`config.mk`:
```
export PLATFORM = sky130hd
export DESIGN_NAME = card_allow_list_with_lockout
export DESIGN_NICKNAME = d
export VERILOG_FILES = /design/src/hw/rtl/calw_pkg.sv /design/src/hw/rtl/card_allow_list_with_lockout.sv /design/src/hw/rtl/calw_ctrl.sv /design/src/hw/rtl/calw_dp.sv
export SDC_FILE = /design/constraint.sdc
export NUM_CORES = 1
export LEC_CHECK = 0
export BUFFER_PORTS_ARGS = -buffer_cell sky130_fd_sc_hd__buf_2
export CAP_MARGIN = 10
export CORE_MARGIN = 2
export CORE_UTILIZATION = 25
export DETAILED_ROUTE_END_ITERATION = 6
export GPL_TIMING_DRIVEN = 0
export PLACE_DENSITY = 0.39
export SETUP_SLACK_MARGIN = 0.4
export SYNTH_ARGS = -nofsm -noshare
export SYNTH_HDL_FRONTEND = slang
export SYNTH_SLANG_ARGS = --single-unit
export TNS_END_PERCENT = 30
```
`constraint.sdc`:
```
create_clock -name clk -period 13.4 [get_ports clk]
set_clock_uncertainty 0.15 [all_clocks]
set_input_delay 1.34 -clock clk [delete_from_list [all_inputs] [get_ports clk]]
set_output_delay 1.34 -clock clk [all_outputs]
set_load 0.005 [all_outputs]
```
`src/hw/rtl/calw_pkg.sv`:
```
// Shared types and constants for the card allow-list with lockout.
// Holds opcodes, register indexes, result layout and the control/status structs.
// No dependencies.
`timescale 1ns / 1ps

package calw_pkg;

	typedef enum logic [1:0] {
		OP_LOOKUP = 2'd0,
		OP_ADD    = 2'd1,
		OP_DELETE = 2'd2,
		OP_PIN    = 2'd3
	} op_t;

	// register index, taken from paddr[2]
	localparam logic REG_PIN   = 1'b0;
	localparam logic REG_LIMIT = 1'b1;

	localparam int          KEY_W          = 32;
	localparam int          LIMIT_W        = 4;
	localparam int          ENT_W          = 5;
	localparam logic [3:0]  FAIL_LIMIT_RST = 4'd3;
	localparam logic [31:0] PIN_RST        = 32'd0;

	typedef struct packed {
		logic load;
		logic search;
		logic shift;
		logic finish;
	} ctrl_cmd_t;

	typedef struct packed {
		logic hit;
		logic exhausted;
		logic del_op;
		logic out_free;
	} dp_stat_t;

	typedef struct packed {
		logic [ENT_W-1:0] entries_now;
		logic             rejected_full;
		logic             found;
		logic             alarm;
		logic             granted;
	} result_t;

endpackage

```
`src/hw/rtl/card_allow_list_with_lockout.sv`:
```
// Card allow-list with failure lockout, one request at a time; uses calw_pkg, calw_ctrl, calw_dp.
// Add and PIN go straight to the result; lookup and delete walk the list until a hit or the end,
// and a delete that hits then shifts each later entry down one place. The walk does one memory
// read per cycle; the next request is taken the cycle after the result loads, and a result not
// yet taken holds the block. Reset empties the list, tally 0, PIN 0, limit 3.
`timescale 1ns / 1ps

module card_allow_list_with_lockout #(
	parameter int LIST_DEPTH = 16
) (
	input  logic        clk,
	input  logic        arst_n,
	input  logic        s_tvalid,
	output logic        s_tready,
	input  logic [63:0] s_tdata,  // [31:0] card_key, [63:32] pin_guess
	input  logic [1:0]  s_tuser,  // [1:0] opcode
	output logic        m_tvalid,
	input  logic        m_tready,
	output logic [15:0] m_tdata,  // [0] granted, [1] alarm, [2] found,
	                              // [3] rejected_full, [8:4] entries_now, rest zero
	input  logic        psel,
	input  logic        penable,
	input  logic        pwrite,
	input  logic [2:0]  paddr,
	input  logic [31:0] pwdata,
	output logic [31:0] prdata,
	output logic        pready
);
	import calw_pkg::*;

	logic [KEY_W-1:0]   pin_q;
	logic [LIMIT_W-1:0] limit_q;
	ctrl_cmd_t          cmd;
	dp_stat_t           stat;
	result_t            res;
	op_t                in_op;

	assign pready = 1'b1;
	assign in_op  = op_t'(s_tuser);

	always_ff @(posedge clk or negedge arst_n) begin
		if (!arst_n) begin
			pin_q   <= PIN_RST;
			limit_q <= FAIL_LIMIT_RST;
		end else if (psel && penable && pwrite) begin
			if (paddr[2] == REG_PIN) begin
				pin_q <= pwdata;
			end else begin
				limit_q <= pwdata[LIMIT_W-1:0];
			end
		end
	end

	always_comb begin
		if (paddr[2] == REG_LIMIT) begin
			prdata = {28'd0, limit_q};
		end else begin
			prdata = pin_q;
		end
	end

	calw_ctrl u_ctrl (
		.clk      (clk),
		.arst_n   (arst_n),
		.in_valid (s_tvalid),
		.in_op    (in_op),
		.in_ready (s_tready),
		.stat     (stat),
		.cmd      (cmd)
	);

	calw_dp #(
		.LIST_DEPTH (LIST_DEPTH)
	) u_dp (
		.clk        (clk),
		.arst_n     (arst_n),
		.cmd        (cmd),
		.stat       (stat),
		.in_op      (in_op),
		.in_key     (s_tdata[31:0]),
		.in_guess   (s_tdata[63:32]),
		.pin_value  (pin_q),
		.fail_limit (limit_q),
		.out_valid  (m_tvalid),
		.out_ready  (m_tready),
		.out_data   (res)
	);

	assign m_tdata = {7'd0, res.entries_now, res.rejected_full, res.found,
	                  res.alarm, res.granted};

endmodule

```
`src/hw/rtl/calw_ctrl.sv`:
```
// Sequencer for the card allow-list: accept, search, shift-down, finish.
// Depends on calw_pkg for opcodes and the command/status structs.
`timescale 1ns / 1ps

module calw_ctrl (
	input  logic                clk,
	input  logic                arst_n,
	input  logic                in_valid,
	input  calw_pkg::op_t       in_op,
	output logic                in_ready,
	input  calw_pkg::dp_stat_t  stat,
	output calw_pkg::ctrl_cmd_t cmd
);
	import calw_pkg::*;

	typedef enum logic [3:0] {
		ST_IDLE   = 4'b0001,
		ST_SEARCH = 4'b0010,
		ST_SHIFT  = 4'b0100,
		ST_FINISH = 4'b1000
	} state_t;

	state_t state_q, state_nx;

	always_ff @(posedge clk or negedge arst_n) begin
		if (!arst_n) begin
			state_q <= ST_IDLE;
		end else begin
			state_q <= state_nx;
		end
	end

	always_comb begin
		state_nx   = state_q;
		cmd        = '0;
		in_ready   = 1'b0;
		case (state_q)
			ST_IDLE: begin
				in_ready = 1'b1;
				if (in_valid) begin
					cmd.load = 1'b1;
					if (in_op == OP_LOOKUP || in_op == OP_DELETE) begin
						state_nx = ST_SEARCH;
					end else begin
						state_nx = ST_FINISH;
					end
				end
			end
			ST_SEARCH: begin
				cmd.search = 1'b1;
				if (stat.hit) begin
					state_nx = stat.del_op ? ST_SHIFT : ST_FINISH;
				end else if (stat.exhausted) begin
					state_nx = ST_FINISH;
				end
			end
			ST_SHIFT: begin
				cmd.shift = 1'b1;
				if (stat.exhausted) begin
					state_nx = ST_FINISH;
				end
			end
			ST_FINISH: begin
				// hold until the output register can take the result
				if (stat.out_free) begin
					cmd.finish = 1'b1;
					state_nx   = ST_IDLE;
				end
			end
			default: begin
				state_nx = ST_IDLE;
			end
		endcase
	end

endmodule

```
`src/hw/rtl/calw_dp.sv`:
```
// Datapath for the card allow-list: card memory, walk index, counters, result register.
// Depends on calw_pkg; driven by calw_ctrl commands.
`timescale 1ns / 1ps

module calw_dp #(
	parameter int LIST_DEPTH = 16
) (
	input  logic                         clk,
	input  logic                         arst_n,
	input  calw_pkg::ctrl_cmd_t          cmd,
	output calw_pkg::dp_stat_t           stat,
	input  calw_pkg::op_t                in_op,
	input  logic [calw_pkg::KEY_W-1:0]   in_key,
	input  logic [calw_pkg::KEY_W-1:0]   in_guess,
	input  logic [calw_pkg::KEY_W-1:0]   pin_value,
	input  logic [calw_pkg::LIMIT_W-1:0] fail_limit,
	output logic                         out_valid,
	input  logic                         out_ready,
	output calw_pkg::result_t            out_data
);
	import calw_pkg::*;

	localparam int AW = (LIST_DEPTH > 1) ? $clog2(LIST_DEPTH) : 1;
	localparam int CW = $clog2(LIST_DEPTH + 1);
	localparam logic [CW-1:0] DEPTH_C = CW'(LIST_DEPTH);

	logic [KEY_W-1:0] mem [LIST_DEPTH];
	logic [KEY_W-1:0] rd_s1;
	logic [AW-1:0]    pidx_s1;
	logic             pend_s1;

	op_t              op_q;
	logic [KEY_W-1:0] key_q;
	logic [KEY_W-1:0] guess_q;
	logic [CW-1:0]    idx_q;
	logic [CW-1:0]    count_q;
	logic [LIMIT_W-1:0] tally_q;
	logic             found_q;
	logic             out_valid_q;
	result_t          out_q;

	logic             issue;
	logic             hit;
	logic             wr_en;
	logic [AW-1:0]    wr_addr;
	logic             full;
	logic             judge_en;
	logic             ok;
	logic             fail_trip;
	logic [CW-1:0]    count_nx;
	logic [31:0]      count_wide;

	assign full   = (count_q == DEPTH_C);
	assign issue  = (cmd.search || cmd.shift) && (idx_q < count_q);
	assign hit    = cmd.search && pend_s1 && (rd_s1 == key_q);

	assign stat.hit       = hit;
	assign stat.exhausted = !pend_s1 && !(idx_q < count_q);
	assign stat.del_op    = (op_q == OP_DELETE);
	assign stat.out_free  = !out_valid_q || out_ready;

	// single write port: append on finish of an add, move down during shift
	always_comb begin
		wr_en   = 1'b0;
		wr_addr = count_q[AW-1:0];
		if (cmd.shift && pend_s1) begin
			wr_en   = 1'b1;
			wr_addr = pidx_s1 - AW'(1);
		end else if (cmd.finish && op_q == OP_ADD && !full) begin
			wr_en = 1'b1;
		end
	end

	always_ff @(posedge clk) begin
		if (wr_en) begin
			mem[wr_addr] <= (cmd.shift) ? rd_s1 : key_q;
		end
		if (issue) begin
			rd_s1 <= mem[idx_q[AW-1:0]];
		end
		if (issue) begin
			pidx_s1 <= idx_q[AW-1:0];
		end
		if (cmd.load) begin
			op_q    <= in_op;
			key_q   <= in_key;
			guess_q <= in_guess;
		end
	end

	assign judge_en  = (op_q == OP_LOOKUP) || (op_q == OP_PIN);
	assign ok        = (op_q == OP_LOOKUP) ? found_q : (guess_q == pin_value);
	assign fail_trip = ({1'b0, tally_q} + 5'd1) >= {1'b0, fail_limit};

	always_comb begin
		count_nx = count_q;
		if (op_q == OP_ADD && !full) begin
			count_nx = count_q + CW'(1);
		end else if (op_q == OP_DELETE && found_q) begin
			count_nx = count_q - CW'(1);
		end
	end

	assign count_wide = 32'(count_nx);

	always_ff @(posedge clk or negedge arst_n) begin
		if (!arst_n) begin
			idx_q       <= '0;
			pend_s1     <= 1'b0;
			found_q     <= 1'b0;
			count_q     <= '0;
			tally_q     <= '0;
			out_valid_q <= 1'b0;
		end else begin
			if (cmd.load) begin
				idx_q   <= '0;
				pend_s1 <= 1'b0;
				found_q <= 1'b0;
			end else if (hit) begin
				// drop the read in flight and restart the walk past the match
				found_q <= 1'b1;
				pend_s1 <= 1'b0;
				idx_q   <= CW'(pidx_s1) + CW'(1);
			end else begin
				pend_s1 <= issue;
				if (issue) begin
					idx_q <= idx_q + CW'(1);
				end
			end

			if (cmd.finish) begin
				count_q <= count_nx;
				if (judge_en) begin
					if (ok || fail_trip) begin
						tally_q <= '0;
					end else begin
						tally_q <= tally_q + LIMIT_W'(1);
					end
				end
			end

			if (cmd.finish) begin
				out_valid_q <= 1'b1;
			end else if (out_ready) begin
				out_valid_q <= 1'b0;
			end
		end
	end

	always_ff @(posedge clk) begin
		if (cmd.finish) begin
			out_q.granted       <= judge_en && ok;
			out_q.alarm         <= judge_en && !ok && fail_trip;
			out_q.found         <= (op_q == OP_LOOKUP || op_q == OP_DELETE) && found_q;
			out_q.rejected_full <= (op_q == OP_ADD) && full;
			out_q.entries_now   <= count_wide[ENT_W-1:0];
		end
	end

	assign out_valid = out_valid_q;
	assign out_data  = out_q;

endmodule
```
==> results.py <==
metrics = {
    "final_layout": {
        "nFillCells": 10314,
        "fin_util": 0.3120,
        "nets": 1750,
        "syn_to_final_growth_pct": 23.47,
        "diodes": 0,
        "drive_gt1_frac": 0.3854,
    },
    "route": {
        "routedWlPerCell_um": 25.25,
        "first_pass_iters": 5,
        "wl_um": 78080,
        "first_iter_violations": 1082,
        "drcViolationCount": 0,
        "via_per_inst": 4.496,
        "vias": 13903,
        "ant_nets": 0,
    },
    "place": {
        "port-buffer-count": 148,
        "routabilityCongestion": 0.7318,
        "dp_hpwl_um": 55060,
    },
    "synth": {
        "yosysTopAreaCell": "edfxtp_1",
        "syn_inst": 1295,
        "netlist.area_leader.share": 0.6897,
        "yosysSeqAreaShare": 0.7424,
        "yosys-top-cells-area": "edfxtp_1 (69%), mux4_2 (13%), dfrtp_1 (5.0%)",
        "synth_edf_count": 623,
        "postSynth.asyncResetShare": 0.08382,
        "synth_common_cells": "edfxtp_1 (623), mux4_2 (160), mux2_2 (74), dfrtp_1 (54), xor2_1 (48)",
        "syn_area_per_cell_um2": 20.95,
        "synthMostInstantiatedCell": "edfxtp_1",
        "yosysWarnings": 0,
        "synth-main-ff-cell": "edfxtp_1",
        "synth_seq_cells": 680,
        "yosysUniqueCellTypes": 62,
        "syn-cell-area_um2": 27130,
    },
    "clock_tree": {
        "cts-resized-gates": 0,
        "clkLatencyLatePin_ns": 0.66,
        "cts.sinks": 680,
        "numCtsBuffers": 80,
        "postCtsHoldBufs": 0,
        "cts_root_buf": "clkbuf_16",
        "cts_tree": "yes",
        "clk_path_buf_depth": 3,
        "htree_levels": 3,
        "cts_setup_buffers": 0,
        "clk_pin_slew_ns": 0.05,
    },
    "sta": {
        "rsz0062_at_grt": "no",
        "max_freq_mhz": 234.1,
        "period_share": 0.3188,
        "hold_violations": 0,
        "fin_crit_ns": 4.272,
        "max_slew_margin": 0.1649,
        "finalSetupTns_ns": 0,
        "holdWs_ns": 0.2918,
        "worst_pin_slew_ns": 1.246,
        "slew_viol_final": 0,
        "setup_viol": 0,
    },
    "global_routing": {
        "track_usage": 0.1409,
        "grt_overflow": 0,
        "grt_max_degree": 58,
        "grt_pass1_vias": 14681,
        "antenna_found_initial": 0,
        "grt_pass1_wl_um": 110600,
    },
    "die": {
        "fp.dieW_um": 333.4,
        "dieArea_um2": 111200,
        "core_um2": 107400,
        "die_h_um": 333.4,
        "initial_utilization": 0.2527,
        "rows": 120,
        "top_level_ports": 159,
    },
    "setup_path": {
        "cp-end-kind": "flip-flop",
        "critPathRequiredTime_ns": 13.61,
        "arrival_ns": 4.48,
        "critPathLaunch": "u_ctrl.state_q[3]$_DFFE_PN0P_",
        "critPathLaunchType": "flip-flop",
        "r2r_start": "u_ctrl.state_q[3]$_DFFE_PN0P_",
        "critPathMaxFanout": 9,
        "critPathKind": "flip-flop to flip-flop",
    },
    "worst_hold_path": {
        "worstHoldStart": "u_dp.idx_q[0]$_DFFE_PN0P_",
        "hold_path.class": "flip-flop to flip-flop",
    },
    "power_and_ir_drop": {
        "ir_drop_mv": 0.1003,
        "p_leak_nw": 10.97,
        "powerDensity_nw_per_um2": 165.3,
    },
    "flow_run": {
        "maxCapViolCount": 0,
    },
    "outcome": {
        "status": "finished, final reports clean",
    },
}
-- kinds of logic after synthesis --
logic type      share of synthesized area
flops                              0.7424
simple gates                      0.03464
compound gates                    0.01176
xor+xnor                          0.02758
other cells                     0.0002769
fa+ha+maj                        0.007380
buf+inv                           0.01241
mux                                0.1636
-- routing by layer --
layer / part of all wire / GRT usage / up-vias / routed length, um
met1: 0.47 / 0.1975 / 7406 / 36310
met4: 0.027 / 0.04342 / 0 / 2079
li1: - / - / 5965 / -
met5: 0 / 0 / - / 0
met3: 0.053 / 0.03047 / 119 / 4100
met2: 0.46 / 0.2182 / 413 / 35590
-- per-stage QoR --
step	instances	area [um2]	power (mW)	setup WS (ns)
floorplan	1301	27150	3.128	8.383
global placement	2852	29640	3.439	3.521
detailed placement	2946	30910	3.470	9.041
CTS	3091	33480	5.632	9.040
global route	3092	33490	5.782	8.877
finish	3092	33490	5.535	9.128
-- registers in the layout, indices dropped and copies added, names as in the netlist, 2 cells and up --
name,cells
u_dp.rd_s1,32
u_dp.guess_q,32
u_dp.mem,512
u_dp.op_q,2
u_dp.tally_q,4
u_dp.pidx_s1,4
pin_q,32
u_dp.count_q,5
u_dp.idx_q,5
u_dp.key_q,32
u_dp.out_data,9
u_ctrl.state_q,4
limit_q,4
-- cell usage in the layout (no fill, tap or decap), types with 5 or more instances in the layout --
master | Yosys | layout
buf_4 | 8 | 17
clkinv_1 | 1 | 16
clkinv_2 | 0 | 14
buf_2 | 10 | 157
conb_1 | 2 | 8
mux4_2 | 160 | 160
o21ai_1 | 5 | 5
nand3_1 | 9 | 9
nor4_1 | 13 | 13
nor2b_1 | 28 | 28
buf_8 | 0 | 19
xnor2_1 | 30 | 30
nand2_1 | 19 | 19
o21ai_0 | 11 | 11
clkbuf_16 | 0 | 81
mux2_2 | 74 | 74
nand4_1 | 11 | 11
xor2_1 | 48 | 48
edfxtp_1 | 623 | 623
nor3_1 | 22 | 6
dfrtp_1 | 54 | 54
buf_6 | 0 | 63
clkbuf_1 | 32 | 47
inv_1 | 16 | 15
clkbuf_8 | 0 | 5
a21oi_1 | 10 | 10
nand2b_1 | 7 | 7
buf_1 | 9 | 9
nor2_1 | 15 | 15
ha_1 | 16 | 16
nor3_2 | 1 | 17
-- layout make-up --
| type | instances | area (um2) | share of cell area |
|---|---|---|---|
| Buffer | 60 | 269.0 | 0.008032 |
| Clock buffer | 101 | 2152 | 0.06426 |
| Clock inverter | 44 | 417.9 | 0.01248 |
| Inverter | 18 | 70.07 | 0.002092 |
| Multi-Input combinational cell | 543 | 6761 | 0.2019 |
| Sequential cell | 680 | 20140 | 0.6013 |
| Tap cell | 1403 | 1755 | 0.05241 |
| Timing Repair Buffer | 243 | 1928 | 0.05757 |
-- final timing paths --
check                           cells past startpoint                            end  slack, ns
worst max-delay path                                8      u_dp.mem[1][18]$_DFFE_PP_       9.13
worst min-delay path                                0      u_dp.pidx_s1[0]$_DFFE_PP_       0.29
worst max register to register                      8      u_dp.mem[1][18]$_DFFE_PP_       9.13
worst min register to register                      0      u_dp.pidx_s1[0]$_DFFE_PP_       0.29
max in group asynchronous                           2  u_ctrl.state_q[0]$_DFFE_PN1P_      12.24
min in group asynchronous                           2         u_dp.pend_s1$_DFF_PN0_       0.55
-- report_power, final --
group	leakage, nW	internal [mW]	total (mW)	switching [mW]
registers	6.34	2.54	2.62	0.0817
clock network	1.25	1.22	2.13	0.906
logic	3.38	0.317	0.782	0.466
-- worst max-delay path: stages (launching register included) --
cell	delay, ns
dfrtp_1	0.47
nand2b_1	0.21
nor3_2	0.93
nand2_1	0.41
nand2_1	0.20
o21ai_1	0.31
nor3_2	0.89
buf_6	0.25
buf_6	0.16
Power figures use the tool's default switching activity.
